[config.mk]
export PLATFORM = sky130hd
export DESIGN_NAME = url_component_tagger_flat
export DESIGN_NICKNAME = d
export VERILOG_FILES = /design/src/hdl/uct_pkg.sv /design/src/hdl/uct_if.sv /design/src/hdl/uct_step.sv /design/src/hdl/uct_out_reg.sv /design/src/hdl/url_component_tagger.sv /design/src/flat_wrapper.sv
export SDC_FILE = /design/constraint.sdc
export NUM_CORES = 1
export LEC_CHECK = 0
export ABC_AREA = 1
export BUFFER_PORTS_ARGS = -buffer_cell sky130_fd_sc_hd__buf_2
export CAP_MARGIN = 40
export CORE_ASPECT_RATIO = 1.2
export CORE_MARGIN = 2
export CORE_UTILIZATION = 50
export CTS_CLUSTER_DIAMETER = 60
export DETAILED_ROUTE_END_ITERATION = 8
export GPL_TIMING_DRIVEN = 0
export PLACE_DENSITY = 0.7
export SLEW_MARGIN = 20
export SYNTH_ARGS = -nofsm -noshare
export SYNTH_HDL_FRONTEND = slang
export SYNTH_SLANG_ARGS = --single-unit
[constraint.sdc]
create_clock -name i_clk -period 4 [get_ports i_clk]
set_input_delay 0.2 -clock i_clk [delete_from_list [all_inputs] [get_ports i_clk]]
set_output_delay 0.2 -clock i_clk [all_outputs]
set_load 0.02 [all_outputs]
[src/hdl/uct_pkg.sv]
// ----------------------------------------------------------------------------
// uct_pkg
// Types and character constants shared by the URL component tagger.
// ----------------------------------------------------------------------------
package uct_pkg;

    // parser phase
    typedef enum logic [2:0] {
        PH_PROTOCOL = 3'd0,
        PH_SKIP     = 3'd1,
        PH_HOST     = 3'd2,
        PH_PORT     = 3'd3,
        PH_PATH     = 3'd4,
        PH_SEARCH   = 3'd5,
        PH_HASH     = 3'd6
    } t_phase;

    // component tag codes
    localparam logic [2:0] COMP_PROTOCOL = 3'd0;
    localparam logic [2:0] COMP_HOST     = 3'd1;
    localparam logic [2:0] COMP_PORT     = 3'd2;
    localparam logic [2:0] COMP_PATH     = 3'd3;
    localparam logic [2:0] COMP_SEARCH   = 3'd4;
    localparam logic [2:0] COMP_HASH     = 3'd5;

    localparam logic [7:0] CH_COLON = 8'h3A;
    localparam logic [7:0] CH_SLASH = 8'h2F;
    localparam logic [7:0] CH_QUEST = 8'h3F;
    localparam logic [7:0] CH_POUND = 8'h23;
    localparam logic [7:0] CH_NL    = 8'h0A;
    localparam logic [7:0] CH_NUL   = 8'h00;
    localparam logic [7:0] CH_ZERO  = 8'h30;
    localparam logic [7:0] CH_NINE  = 8'h39;

    localparam logic [15:0] PORT_MAX = 16'hFFFF;

    // one result beat
    typedef struct packed {
        logic        char_valid;
        logic [7:0]  char_out;
        logic [2:0]  component;
        logic        end_of_url;
        logic [15:0] port_value;
    } t_tag;

    // what one byte produces in the step logic
    typedef struct packed {
        logic has_res;
        t_tag tag;
    } t_step_res;

endpackage

[src/hdl/uct_if.sv]
// ----------------------------------------------------------------------------
// uct_byte_if / uct_tag_if
// Valid/ready channels for the input byte stream and the tagged results.
// ----------------------------------------------------------------------------
interface uct_byte_if;
    logic       valid;
    logic       ready;
    logic [7:0] data_byte;

    modport source (output valid, output data_byte, input ready);
    modport sink   (input valid, input data_byte, output ready);
endinterface

interface uct_tag_if;
    logic        valid;
    logic        ready;
    logic        char_valid;
    logic [7:0]  char_out;
    logic [2:0]  component;
    logic        end_of_url;
    logic [15:0] port_value;

    modport source (output valid, output char_valid, output char_out, output component,
                    output end_of_url, output port_value, input ready);
    modport sink   (input valid, input char_valid, input char_out, input component,
                    input end_of_url, input port_value, output ready);
endinterface

[src/hdl/uct_step.sv]
// ----------------------------------------------------------------------------
// uct_step
// Phase register, port accumulator and the per-byte tagging logic.
// ----------------------------------------------------------------------------
module uct_step (
    input  logic              i_clk,
    input  logic              i_rst_n,
    input  logic              i_advance,
    input  logic [7:0]        i_byte,
    output uct_pkg::t_step_res o_res
);
    import uct_pkg::*;

    t_phase      r_phase, n_phase;
    logic [15:0] r_accum, n_accum;
    logic        r_stop, n_stop;

    t_phase      p;
    logic        is_digit;
    logic [19:0] prod;

    always_ff @(posedge i_clk) begin
        if (!i_rst_n) begin
            r_phase <= PH_PROTOCOL;
            r_accum <= '0;
            r_stop  <= 1'b0;
        end else if (i_advance) begin
            r_phase <= n_phase;
            r_accum <= n_accum;
            r_stop  <= n_stop;
        end
    end

    assign is_digit = i_byte inside {[CH_ZERO:CH_NINE]};
    // accum * 10 + digit
    assign prod = ({4'b0, r_accum} << 3) + ({4'b0, r_accum} << 1)
                + {16'b0, i_byte[3:0]};

    always_comb begin
        n_phase = r_phase;
        n_accum = r_accum;
        n_stop  = r_stop;
        o_res   = '0;
        p       = r_phase;

        if (r_phase == PH_SKIP) begin
            p = PH_HOST;
            n_phase = PH_HOST;
        end

        if (r_phase == PH_SKIP && (i_byte inside {CH_SLASH, CH_COLON})) begin
            n_phase = PH_SKIP;
        end else begin
            case (p)
                PH_HOST: begin
                    if (i_byte == CH_COLON) begin
                        n_phase = PH_PORT;
                        n_accum = '0;
                        n_stop  = 1'b0;
                    end else if (i_byte == CH_SLASH) begin
                        n_phase = PH_PATH;
                    end else if (i_byte != CH_NL) begin
                        o_res.has_res = 1'b1;
                        o_res.tag.char_valid = 1'b1;
                        o_res.tag.char_out = i_byte;
                        o_res.tag.component = COMP_HOST;
                    end
                end
                PH_PORT: begin
                    if (i_byte == CH_SLASH) begin
                        n_phase = PH_PATH;
                    end else if (i_byte == CH_QUEST) begin
                        n_phase = PH_SEARCH;
                    end else if (i_byte == CH_POUND) begin
                        n_phase = PH_HASH;
                    end else if (i_byte != CH_NL) begin
                        if (!r_stop) begin
                            if (is_digit) begin
                                n_accum = (|prod[19:16]) ? PORT_MAX : prod[15:0];
                            end else begin
                                n_stop = 1'b1;
                            end
                        end
                        o_res.has_res = 1'b1;
                        o_res.tag.char_valid = 1'b1;
                        o_res.tag.char_out = i_byte;
                        o_res.tag.component = COMP_PORT;
                    end
                end
                PH_PATH: begin
                    if (i_byte == CH_QUEST) begin
                        n_phase = PH_SEARCH;
                    end else if (i_byte == CH_POUND) begin
                        n_phase = PH_HASH;
                    end else if (i_byte != CH_NL) begin
                        o_res.has_res = 1'b1;
                        o_res.tag.char_valid = 1'b1;
                        o_res.tag.char_out = i_byte;
                        o_res.tag.component = COMP_PATH;
                    end
                end
                PH_SEARCH: begin
                    if (i_byte == CH_POUND) begin
                        n_phase = PH_HASH;
                    end else if (!(i_byte inside {CH_NL, CH_NUL})) begin
                        o_res.has_res = 1'b1;
                        o_res.tag.char_valid = 1'b1;
                        o_res.tag.char_out = i_byte;
                        o_res.tag.component = COMP_SEARCH;
                    end
                end
                PH_HASH: begin
                    if (i_byte != CH_NL) begin
                        o_res.has_res = 1'b1;
                        o_res.tag.char_valid = 1'b1;
                        o_res.tag.char_out = i_byte;
                        o_res.tag.component = COMP_HASH;
                    end
                end
                default: begin
                    // protocol, and any unused phase code
                    n_phase = PH_PROTOCOL;
                    if (i_byte == CH_COLON) begin
                        n_phase = PH_SKIP;
                    end else if (i_byte != CH_NL) begin
                        o_res.has_res = 1'b1;
                        o_res.tag.char_valid = 1'b1;
                        o_res.tag.char_out = i_byte;
                        o_res.tag.component = COMP_PROTOCOL;
                    end
                end
            endcase

            // terminating byte: one end beat carrying the port
            if (i_byte == CH_NL || (p == PH_SEARCH && i_byte == CH_NUL)) begin
                o_res = '0;
                o_res.has_res = 1'b1;
                o_res.tag.end_of_url = 1'b1;
                o_res.tag.port_value = r_accum;
                n_phase = PH_PROTOCOL;
                n_accum = '0;
                n_stop  = 1'b0;
            end
        end
    end

    a_end_returns: assert property (@(posedge i_clk) disable iff (!i_rst_n)
        (i_advance && o_res.tag.end_of_url) |=> (r_phase == PH_PROTOCOL && r_accum == '0))
        else $error("end of url did not restart the parser");

    a_accum_only_in_port: assert property (@(posedge i_clk) disable iff (!i_rst_n)
        (i_advance && r_phase != PH_PORT && !o_res.tag.end_of_url && r_phase != PH_HOST)
        |=> $stable(r_accum))
        else $error("port accumulator changed outside the port phase");

    a_stop_freezes: assert property (@(posedge i_clk) disable iff (!i_rst_n)
        (i_advance && r_stop && r_phase == PH_PORT && !o_res.tag.end_of_url)
        |=> $stable(r_accum))
        else $error("digit accumulated after a non-digit");

endmodule

[src/hdl/uct_out_reg.sv]
// ----------------------------------------------------------------------------
// uct_out_reg
// Result register: holds one tagged beat until the sink takes it.
// ----------------------------------------------------------------------------
module uct_out_reg (
    input  logic          i_clk,
    input  logic          i_rst_n,
    input  logic          i_load,
    input  uct_pkg::t_tag i_tag,
    input  logic          i_ready,
    output logic          o_free,
    output logic          o_valid,
    output uct_pkg::t_tag o_tag
);
    import uct_pkg::*;

    logic r_valid;
    t_tag r_tag;

    // slot can take a new beat when empty or being drained this cycle
    assign o_free = !r_valid || i_ready;

    always_ff @(posedge i_clk) begin
        if (!i_rst_n) begin
            r_valid <= 1'b0;
        end else if (o_free) begin
            r_valid <= i_load;
        end
    end

    always_ff @(posedge i_clk) begin
        if (o_free && i_load) begin
            r_tag <= i_tag;
        end
    end

    assign o_valid = r_valid;
    assign o_tag   = r_tag;

endmodule

[src/hdl/url_component_tagger.sv]
// ----------------------------------------------------------------------------
// url_component_tagger
// Splits a URL byte stream into tagged protocol/host/port/path/search/hash.
// ----------------------------------------------------------------------------
// Takes one byte per clock cycle, with no gaps of its own, while the result
// register has room or the byte gives no result. A result passes the input
// register, then the result register. The phase register advances once per
// byte. Separator bytes give no result beat; every other byte gives one, and a
// newline (or a NUL inside the search part) gives the end beat with the port.
module url_component_tagger (
    input  logic       i_clk,
    input  logic       i_rst_n,
    uct_byte_if.sink   i_in,
    uct_tag_if.source  o_out
);
    import uct_pkg::*;

    logic       r_in_valid;
    logic [7:0] r_in_byte;
    logic       advance;
    logic       out_free;
    logic       out_valid;
    t_step_res  step_res;
    t_tag       out_tag;

    // a byte with no result never waits for the result register
    assign advance    = r_in_valid && (out_free || !step_res.has_res);
    assign i_in.ready = !r_in_valid || advance;

    always_ff @(posedge i_clk) begin
        if (!i_rst_n) begin
            r_in_valid <= 1'b0;
        end else if (i_in.ready) begin
            r_in_valid <= i_in.valid;
        end
    end

    always_ff @(posedge i_clk) begin
        if (i_in.ready && i_in.valid) begin
            r_in_byte <= i_in.data_byte;
        end
    end

    uct_step u_step (
        .i_clk     (i_clk),
        .i_rst_n   (i_rst_n),
        .i_advance (advance),
        .i_byte    (r_in_byte),
        .o_res     (step_res)
    );

    uct_out_reg u_out (
        .i_clk   (i_clk),
        .i_rst_n (i_rst_n),
        .i_load  (advance && step_res.has_res),
        .i_tag   (step_res.tag),
        .i_ready (o_out.ready),
        .o_free  (out_free),
        .o_valid (out_valid),
        .o_tag   (out_tag)
    );

    assign o_out.valid      = out_valid;
    assign o_out.char_valid = out_tag.char_valid;
    assign o_out.char_out   = out_tag.char_out;
    assign o_out.component  = out_tag.component;
    assign o_out.end_of_url = out_tag.end_of_url;
    assign o_out.port_value = out_tag.port_value;

    a_one_kind: assert property (@(posedge i_clk) disable iff (!i_rst_n)
        out_valid |-> (out_tag.char_valid != out_tag.end_of_url))
        else $error("result beat is neither a character nor an end");

endmodule
[src/flat_wrapper.sv]
// flat-port wrapper written by rule: the top's interface ports become plain ports
module url_component_tagger_flat import uct_pkg::*;
  (i_clk, i_rst_n, i_in_valid, i_in_data_byte, i_in_ready, o_out_valid, o_out_char_valid, o_out_char_out, o_out_component, o_out_end_of_url, o_out_port_value, o_out_ready);
  uct_byte_if i_in_i ();
  uct_tag_if o_out_i ();
  input  logic i_clk;
  input  logic i_rst_n;
  input wire logic [$bits(i_in_i.valid)-1:0] i_in_valid;
  input wire logic [$bits(i_in_i.data_byte)-1:0] i_in_data_byte;
  output wire logic [$bits(i_in_i.ready)-1:0] i_in_ready;
  output wire logic [$bits(o_out_i.valid)-1:0] o_out_valid;
  output wire logic [$bits(o_out_i.char_valid)-1:0] o_out_char_valid;
  output wire logic [$bits(o_out_i.char_out)-1:0] o_out_char_out;
  output wire logic [$bits(o_out_i.component)-1:0] o_out_component;
  output wire logic [$bits(o_out_i.end_of_url)-1:0] o_out_end_of_url;
  output wire logic [$bits(o_out_i.port_value)-1:0] o_out_port_value;
  input wire logic [$bits(o_out_i.ready)-1:0] o_out_ready;
  assign i_in_i.valid = i_in_valid;
  assign i_in_i.data_byte = i_in_data_byte;
  assign i_in_ready = i_in_i.ready;
  assign o_out_valid = o_out_i.valid;
  assign o_out_char_valid = o_out_i.char_valid;
  assign o_out_char_out = o_out_i.char_out;
  assign o_out_component = o_out_i.component;
  assign o_out_end_of_url = o_out_i.end_of_url;
  assign o_out_port_value = o_out_i.port_value;
  assign o_out_i.ready = o_out_ready;
  url_component_tagger u_core (.i_clk(i_clk), .i_rst_n(i_rst_n), .i_in(i_in_i), .o_out(o_out_i));
endmodule
======== Word-level counts from Yosys, hierarchy flattened ========
Index checks and enable logic that the tools add are counted.
W data, S select, Z words.
storage, ports and cells
  ROM bits ................................ 0
  bits in latches ......................... 0
  register bits ........................... 59
  logic and storage cells ................. 106
  input bits .............................. 12
  bits in writable memories ............... 0
  memories ................................ 0
  output and inout port bits .............. 31
cells by class
  shift operators ......................... 0
  multiplexer cells ....................... 47
  order comparisons ....................... 2
  add/sub/neg operators ................... 2
  $mul .................................... 0
  bitwise logic cells ..................... 2
  equality and inequality tests ........... 19
  divide/modulo/power cells ............... 0
  reductions and logical operators ........ 23
operator list
  cell                  count
  $mux W13              15
  $mux W16              9
  $pmux W13 S5          1
  $mux W30              2
  $eq A8 B6 Y1 const B  4
  $pmux W16 S2          1
  $mux W3               8
  $ne A3 B3 Y1 const B  7
  $add A19 B17 Y20      1
  $add A20 B4 Y20       1
  $pmux W3 S5           1
  $reduce_and A10 Y1    1
  $eq A3 B3 Y1 const B  3
  $mux W1               9
  $eq A8 B4 Y1 const B  1
  $ge A8 B6 Y1 const B  1
  $le A8 B6 Y1 const B  1
  $logic_not A8 Y1      1
  $ne A8 B4 Y1 const B  1
  $reduce_and A8 Y1     1
  $logic_and A1 B1 Y1   7
  $eq A3 B2 Y1 const B  2
  $logic_or A1 B1 Y1    4
  $reduce_bool A2 Y1    2
  7 further kinds       11

======== Depth between registers and ports, before layout ========
  depth in word-level cells ............... 13
  mapped depth ............................ 18
  gate-level depth less buffers ........... 17

======== By module ========
From an unflattened synthesis, not the netlist that was laid out.
second synthesis, totals
  cell total of the unflattened synthesis .. 550
  area total of the unflattened synthesis .. 4097.7 sq um
modules (own cells, without submodules)
  module                instances  cells each  seq. area each (sq um)  area each (sq um)
  uct_step              1          495         400.4                   2861.5
  uct_out_reg           1          36          890.9                   922.1
  url_component_tagger  1          19          260.2                   314.1

======== Worst setup path before layout ========
Ideal clock, no wire load.
  kind .................................... flip-flop to flip-flop
  from .................................... register u_core.r_in_byte[3]
  to ...................................... register u_core.u_step.r_accum[10]
  arrival time ............................ 2.584 ns
  data required time ...................... 3.885 ns
  setup time .............................. 0.115 ns
  cell stages (with the launch flop) ...... 17
  setup slack ............................. 1.301 ns
  path buffers ............................ 1
  clock period less this slack ............ 2.699 ns
  cell sequence ........................... edfxtp_1 -> fa_1 -> inv_1 -> fa_1 -> inv_1 -> nand3_1 -> nand2_1 -> nand2_1 -> nand2_1 -> nand2_1 -> nand3_1 -> nand2_1 -> nor2_1 -> nand2_1 -> buf_2 -> nor2_1 -> o21ai_2
between the ends
  cells in the longest elaborated chain, start to end .. 12
  elaborated cells on any way between the ends .. 57
  classes of those cells .................. add/sub (1); order compare (2); eq/ne (13); mux (27); bitwise (1); reduce/logical (13)
RTL lines
  element                                                                   RTL line                    text
  from (decl)                                                               url_component_tagger.sv:19  logic [7:0] r_in_byte;
  from (signal assigned)                                                    url_component_tagger.sv:40  r_in_byte <= i_in.data_byte;
  parallel branches: the longest is 12 deep, another holds $add A20 B4 Y20  n/a
  to (signal assigned)                                                      uct_step.sv:29              r_accum <= n_accum;
  to (decl)                                                                 uct_step.sv:15              logic [15:0] r_accum, n_accum;
Several ways; the timed one is not identified. The select of a mux whose other input is x is not followed.
A chain may end at the register's enable or synchronous reset.

======== Final worst setup path ========
  from .................................... register u_core.r_in_byte[3]
  to ...................................... register u_core.u_step.r_accum[14]
The elaborated chain is that of the path after synthesis.

==> reports/metrics.csv <==
stage,metric,value,unit
worst_setup_path,crit_top_cell,nand2_1,
global_route,grt_pass1_vias,3208,
worst_setup_path,arrival,3.48,ns
clocking,cts_root_buf,clkbuf_8,
synthesis,syn_avg_cell_area,7.934,um2
global_route,grt_util_all_layers,21.15,%
synthesis,synth_flop_cell,edfxtp_1,
cells_and_area,final_util,58.91,%
worst_setup_path,critPathSlowestCell,fa_1,
global_route,grt_max_degree,16,
cells_and_area,syn2layout_area_growth,14.25,%
timing,finalSetupTns,0,ns
clocking,post_cts_resized,0,
hold_path,hold_path_depth,1,
synthesis,syn-cell-area,3951,um2
worst_setup_path,worstSetupStartpointType,flip-flop,
timing,report.final.slew_viol_count,0,
worst_setup_path,worstPathRequired,4.24,ns
die,ios,43,
synthesis,synth_area_leaders,"edfxtp_1 28%, dfxtp_1 11%, ha_1 9.8%",
place,gp_congestion,0.8832,
timing,hold_viol,0,
worst_setup_path,critPathBufInv,3,
clocking,postCtsSetupRepairBufs,0,
power,power,0.001470,W
power,p_leak,2.147,nW
place,dp.final_hpwl,6.841,mm
die,dieArea,8633,um2
worst_setup_path,slowest_delay,0.59,ns
clocking,cts_inserted_buffers,9,
detailed_routing,via_per_inst,5.100,
cells_and_area,fin_nets,597,
worst_setup_path,crit_fanout,10,
clocking,cts_sinks,59,
synthesis,synth_most_common_cell,nand2_1,
synthesis,async_reset_ff_share,0,%
timing,max_freq,308.1,MHz
clocking,cts_tree,yes,
timing,worst_slew_pin_slew,0.6041,ns
power,cellPowerDensity,325.7,nW/um2
global_route,grt_pass1_wl,14.39,mm
global_route,antenna_found_initial,0,
timing,finalClockSkew,0.01268,ns
timing,fin_crit,3.246,ns
worst_setup_path,r2r_cells,16,
synthesis,ys_types,38,
timing,finalSetupViolations,0,
timing,fin_crit_sh,81.15,%
synthesis,yosysWarnings,0,
synthesis,synth.largest_area_cell,edfxtp_1,
worst_setup_path,critical_path_depth,16,
detailed_routing,ant_nets,0,
timing,relSlewSlack,59.68,%
detailed_routing,num_vias,3310,
clocking,cts_hold_buf,0,
synthesis,netlist.area_leader.share,28.12,%
timing,setup_slack,0.7539,ns
power,vdd_drop_max,273.7,uV
synthesis,synthCells,498,
job,cap_violations,0,
die,die_x,85.15,um
clocking,clk_pin_slew,0.08,ns
place,dp_slack,0.8010,ns
clocking,cts_max_level,3,
cells_and_area,drive_gt1_share,19.39,%
hold_path,min_path_type,in2reg,
die,die_h,101.4,um
clocking,clock_latency,0.35,ns
die,rows,35,
detailed_routing,drt_iter0_drc,122,
clocking,clk_path_buf_depth,2,
detailed_routing,dr.pass1.iters,4,
status,outcome,finished clean,
synthesis,ys_seq_area_share,39.27,%
synthesis,synth_fp_nets,543,
synthesis,synth_seq_cells,59,
detailed_routing,wl,8.545,mm
die,core,7664,um2
synthesis,synth_edf_count,37,
global_route,grt-ovfl-total,0,
die,start_util,51.56,%
detailed_routing,wl_per_cell,13.17,um
detailed_routing,drc_errors,0,
worst_setup_path,crit_family,simple AND/OR/NAND/NOR gates,
worst_setup_path,worstSetupPathType,reg2reg,
cells_and_area,antenna_cells,0,
worst_setup_path,crit_chain,"fa_1, inv_1, fa_1, inv_1, nand3_1, nand2_1, nand2_1, nand2_1, nand2_1, nand3_1, nand2_1, nor2_1, nand2_1, buf_2, nor2_1, o21ai_2",
place,portBuffers,42,
worst_setup_path,end_kind,flip-flop,
timing,rsz0062_at_grt,false,
synthesis,synth_top_cells_by_count,"101 x nand2_1, 74 x inv_1, 74 x nor2_1",
==> worst paths after layout <==
path	start	to	slack, ns
worst max register to register	u_core.r_in_byte[3]	u_core.u_step.r_accum[14]	0.75
worst min-delay path	i_in_data_byte[7]	u_core.r_in_byte[7]	0.02
worst min register to register	u_core.u_step.r_stop	u_core.u_step.r_stop	0.46
worst max-delay path	u_core.r_in_byte[3]	u_core.u_step.r_accum[14]	0.75
==> cell families after synthesis <==
logic type	count (synthesis)	share of synthesized area (%)
flip-flops	59	39.27
adder cells (fa/ha/maj)	33	10.83
AND/OR/NAND/NOR	247	29.10
buffers and inverters	86	8.740
AO/OA/AOI/OAI	62	9.626
XOR/XNOR	11	2.438
==> sequential cells by signal (all words and copies together) (netlist names) <==
register               cells
u_core.u_step.r_accum     16
u_core.u_step.r_phase      3
u_core.u_out.o_tag        29
u_core.u_out.o_valid       1
u_core.r_in_valid          1
u_core.r_in_byte           8
u_core.u_step.r_stop       1
==> cells in the final DEF (no fill, tap or decap), types with 2 or more instances in the layout <==
cell type  count
a21oi_1       23
nand2_1      101
nand3_2       12
clkbuf_8       9
xor2_1         7
nor2_1        74
o21ai_2       10
buf_6          2
xnor2_1        4
nor2_2         7
nor2_4         2
edfxtp_1      37
inv_1         74
nand2_2        4
a21oi_2        2
buf_1          3
inv_6          2
buf_2         45
o21ai_0       19
nand3b_1       2
dfxtp_1       22
clkbuf_1       2
nand3_1       34
bufinv_16      2
nor3_1         4
ha_1          31
nand4_1        2
fa_1           2
a31oi_1        3
==> layout make-up <==
type	count	area, um2
Buffer	11	63.81
Multi-Input combinational cell	353	2054
Clock buffer	9	123.9
Fill cell	700	3149
Clock inverter	7	98.84
Sequential cell	59	1551
Tap cell	92	115.1
Timing Repair Buffer	43	225.2
Inverter	75	281.5
==> worst reg2reg max path: cells and delay by family (launching register included) <==
family | cells | cell delay [ns]
AOI/OAI and AO/OA | 1 | 0.07
adders and majority gates | 2 | 1.05
buffers and inverters | 3 | 0.41
DFF | 1 | 0.51
and+or+nand+nor | 10 | 1.10
==> per-stage QoR <==
| step | instances | cell area [um2] | hold slack, ns |
|---|---|---|---|
| floorplan | 498 | 3951 | 0.2989 |
| global placement | 632 | 4277 | 0.3781 |
| detailed placement | 633 | 4292 | 0.3787 |
| CTS | 649 | 4514 | 0.01440 |
| global route | 649 | 4514 | 0.008273 |
| finish | 649 | 4514 | 0.01923 |
==> routing by layer <==
metal | GRT usage [%] | up-vias | wire length [um]
li1 | - | 1723 | -
met3 | 3.749 | 21 | 250
met1 | 23.37 | 1506 | 3563
met4 | 8.547 | 0 | 236
met2 | 39.84 | 60 | 4494
met5 | 0 | - | 0
==> power breakdown <==
part / total, W / leakage (nW) / switching, W / internal, W
Clock: 0.000611 / 0.110 / 0.000256 / 0.000355
Sequential: 0.000691 / 0.530 / 0.0000122 / 0.000679
Combinational: 0.000168 / 1.51 / 0.000115 / 0.0000531
Total: 0.00147 / 2.15 / 0.000383 / 0.00109
Power figures use the tool's default switching activity.
